<file path="src/rtl/sbsi_store.sv">
// Key and child memory of the sorted block: one write port and one registered read port.
// Depends on nothing beyond its parameters.
module sbsi_store #(
    parameter int KEY_WIDTH   = 32,
    parameter int CHILD_WIDTH = 32,
    parameter int SLOTS       = 64
) (
    input  logic                     aclk,
    input  logic                     wr_en,
    input  logic [$clog2(SLOTS)-1:0] wr_addr,
    input  logic [KEY_WIDTH-1:0]     wr_key,
    input  logic [CHILD_WIDTH-1:0]   wr_child,
    input  logic [$clog2(SLOTS)-1:0] rd_addr,
    output logic [KEY_WIDTH-1:0]     rd_key,
    output logic [CHILD_WIDTH-1:0]   rd_child
);
    logic [KEY_WIDTH-1:0]   key_mem [SLOTS];
    logic [CHILD_WIDTH-1:0] child_mem [SLOTS];

    always_ff @(posedge aclk) begin
        if (wr_en) begin
            key_mem[wr_addr]   <= wr_key;
            child_mem[wr_addr] <= wr_child;
        end
        rd_key   <= key_mem[rd_addr];
        rd_child <= child_mem[rd_addr];
    end
endmodule

</file>
<file path="config.mk">
export PLATFORM = sky130hd
export DESIGN_NAME = sbsi_store
export DESIGN_NICKNAME = d
export VERILOG_FILES = /design/src/rtl/sbsi_store.sv
export SDC_FILE = /design/constraint.sdc
export NUM_CORES = 2
export LEC_CHECK = 0
export ABC_CLOCK_PERIOD_IN_PS = 5370
export BUFFER_PORTS_ARGS = -buffer_cell sky130_fd_sc_hd__buf_2
export CAP_MARGIN = 20
export CORE_UTILIZATION = 63
export DETAILED_ROUTE_END_ITERATION = 7
export PLACE_DENSITY = 0.79
export SKIP_CTS_REPAIR_TIMING = 1
export SLEW_MARGIN = 0
export SYNTH_ARGS = -nofsm -noshare
export SYNTH_HDL_FRONTEND = slang
export SYNTH_SLANG_ARGS = --single-unit
export TNS_END_PERCENT = 5
</file>
<file path="constraint.sdc">
create_clock -name aclk -period 5.37 [get_ports aclk]
set_input_delay 0.8055 -clock aclk [delete_from_list [all_inputs] [get_ports aclk]]
set_output_delay 0.8055 -clock aclk [all_outputs]
set_load 0.05 [all_outputs]
</file>
==> results.md <==
* Reg-to-reg setup timing slack at 3250 ps
* Yosys reg bits at 4160
* Seq/Total Area, Yosys at 0.797
* HP Start: wr_key[21]
* 1st-iter DRT viols at 15600
* Syn-to-layout area delta at 12.4%
* Clock skew after layout at ~74 ps
* Setup TNS at 0 ps
* Initial Util at 0.634
* Synthesized area per cell at 24.0 sq um
* TritonCTS clock tree: yes
* Post-synth top cells: edfxtp_1, mux4_2, a22oi_1
* Met2 usage at 0.589
* Clock Sinks at 4160
* Layout fillers at 12800
* PD cells at 385 nW/um^2
* GR Util met1 at 0.492
* Worst reg2reg startpoint: key_mem[0][27]
* WHS Endpoint: key_mem[13][21]
* Initial antenna violation count at 36
* IO Count at between 100 and 150
* Layout cells sized above 1 at 0.287
* Post-detail-place hpwl at between 200 and 250 mm
* Vias at 81800
* Nature of the critical path endpoint: flip-flop
* Synth cell types at 30
* Worst-Skew Late Latency at 1040 ps
* Vias in the first global route at between 80000 and 90000
* FF-to-FF End: rd_key[27]
* Hold depth at 1
* Core area at roughly 250000 sq um
* Syn Inst Count at 6505
* Drt drc at 0
* Final setup viols at 0
* Worst Tran Pin Value at 1290 ps
* RSZ-0062 raised after global routing: false
* Largest family of logic cells by synthesized area: multiplexers
* PnR worst setup slack at 2250 ps
* Dominant cell type by area after synthesis: edfxtp_1
* Worst IR drop on VDD at about 440 uV
* Mux contribution to synthesized area at 0.154
* Largest net degree at the start of global routing at 100
* Fin. max-slew vios at 0
* Area share of xor/xnor cells in the synthesized design at 0
* Hold Crit Class: input port to flip-flop
* Final worst-path cycle share at 0.580
* Root Buffer: clkbuf_16
* Layer with the highest usage: met2
* Top FF cell, synth: edfxtp_1
* Antenna Violating Nets Remaining at 0
* Port Buf Inserts at 141
* Ys Warns at 0
* Die area at 249000 sq um
* Vias per inst at roughly 7.8
* Area fraction in compound gates after synthesis at 0.0280
* M3 GR Usage at 0.120
* Leakage at 0.0547 uW
* Fin nets at 7007
* WL final at 478 mm
* Synth Area in Adders at 0
* Post-layout minimum cycle time at 3120 ps
* Final Hold Viols at 0
* Fmax at between 0.3 and 0.4 GHz
* Worst EP arrival at 3980 ps
* Remaining Overflow, GRT at 0
* Number of synthesized flops with an enable pin at 4096
* Critical path type: input port to flip-flop
* Post-Place Setup Slack at 1510 ps
* Row count at approximately 180
* Outcome: complete, no violations
* Die width at 499 microns
* Synth area leaders: edfxtp_1, mux4_2, a22oi_1
* Synth top area share at 0.789
* Worst Reg2Reg Path Length in Cells at 4
* Most common cell in the synthesized netlist: edfxtp_1
* Share of flip-flops with an asynchronous set or reset at 0
* Synth Area in Simple Gates at 0.00831
* Max_cap viols at 0
* WL/cell at about 46 microns
* Die Height at 499 microns
* CTS Buf Count at 400
* Cell area after synthesis at 156000 sq um
* All-Layer GR Usage at 0.387
* Worst Path Max Fanout at 23
* CTS max path bufs at 4
* RePlAce Congestion at between 0.8 and 0.9
* Worst setup SP type: input port
* Syn_nets at 6583
* Global-route wire length before repair at 653 mm
* WP data required at 6230 ps
* H-tree depth at 5
* DR pass1 iterations at 8
* Clk slew on worst S/H paths at 60 ps
* Relative slew slack at 0.142
cells in the final DEF, fill, tap and decap left out, drive strengths merged, types with 64 or more instances in the layout:
master and instances:
nor2 110, o22ai 102, buf 399, mux4 1024, o221ai 64, o211a 64, edfxtp 4096, clkinv 132
clkbuf 528, dfxtp 64, a22oi 256, mux2i 90, nand3 133
how the worst max path moves through the flow:
stage | cells past startpoint | from | endpoint
finish | 6 | rd_addr[3] | rd_key[21]
global route | 6 | rd_addr[0] | rd_key[22]
CTS | 5 | wr_en | key_mem[37][26]
detailed placement | 6 | rd_addr[3] | rd_key[21]
global placement | 6 | rd_addr[3] | rd_key[21]
floorplan | 4 | wr_addr[4] | child_mem[16][0]
sequential cells by signal (all words and copies together), names as in the netlist:
signal	cells
child_mem	2048
key_mem	2048
rd_child	32
rd_key	32
per-stage QoR:
stage	std cells	utilization	total power (uW)	instance area [sq um]	hold WS, ps
after floorplan	6505	-	38600	156000	783
after global placement	9733	0.659	39900	162000	804
after detailed placement	9735	0.659	40000	162000	820
after CTS	10400	0.711	67300	175000	449
after global routing	10500	0.712	68600	175000	130
final	10500	0.713	67500	175000	155
cell type report:
cell class | instances | area (sq um) | share of cell area
antenna | 25 | 62.6 | 0.000357
clock buffer | 528 | 10900 | 0.0624
clock inverter | 183 | 1780 | 0.0101
inverter | 1 | 3.75 | 0.0000214
multi-input combinational | 1967 | 30200 | 0.172
sequential | 4160 | 124000 | 0.709
tap | 3220 | 4030 | 0.0230
timing repair buffer | 399 | 3960 | 0.0226
worst max-delay path: stages:
cell	delay, ps
buf_2	720
inv_2	590
nor2_4	900
buf_4	420
a211oi_1	220
o211a_1	250
logic make-up after synthesis:
logic type	count (synthesis)
AOI/OAI and AO/OA	575
DFF	4160
muxes	1114
and+or+nand+nor	278
buffers and inverters	378
metal layers:
metal  wire, microns  share of wire  vias up
met5              96        0.00020        -
met4           35700          0.075       14
met3           77900           0.16     1984
met2          221000           0.46     8933
met1          143000           0.30    41800
li1                -              -    29100
where the power goes:
group	switching, uW	internal [uW]	total, uW	leakage [uW]
Combinational	2260	1120	3380	0.0110
Clock	12100	15900	28000	0.00625
Sequential	159	35900	36100	0.0374
Total	14500	52900	67500	0.0547
(Power assumes the default switching activity.)
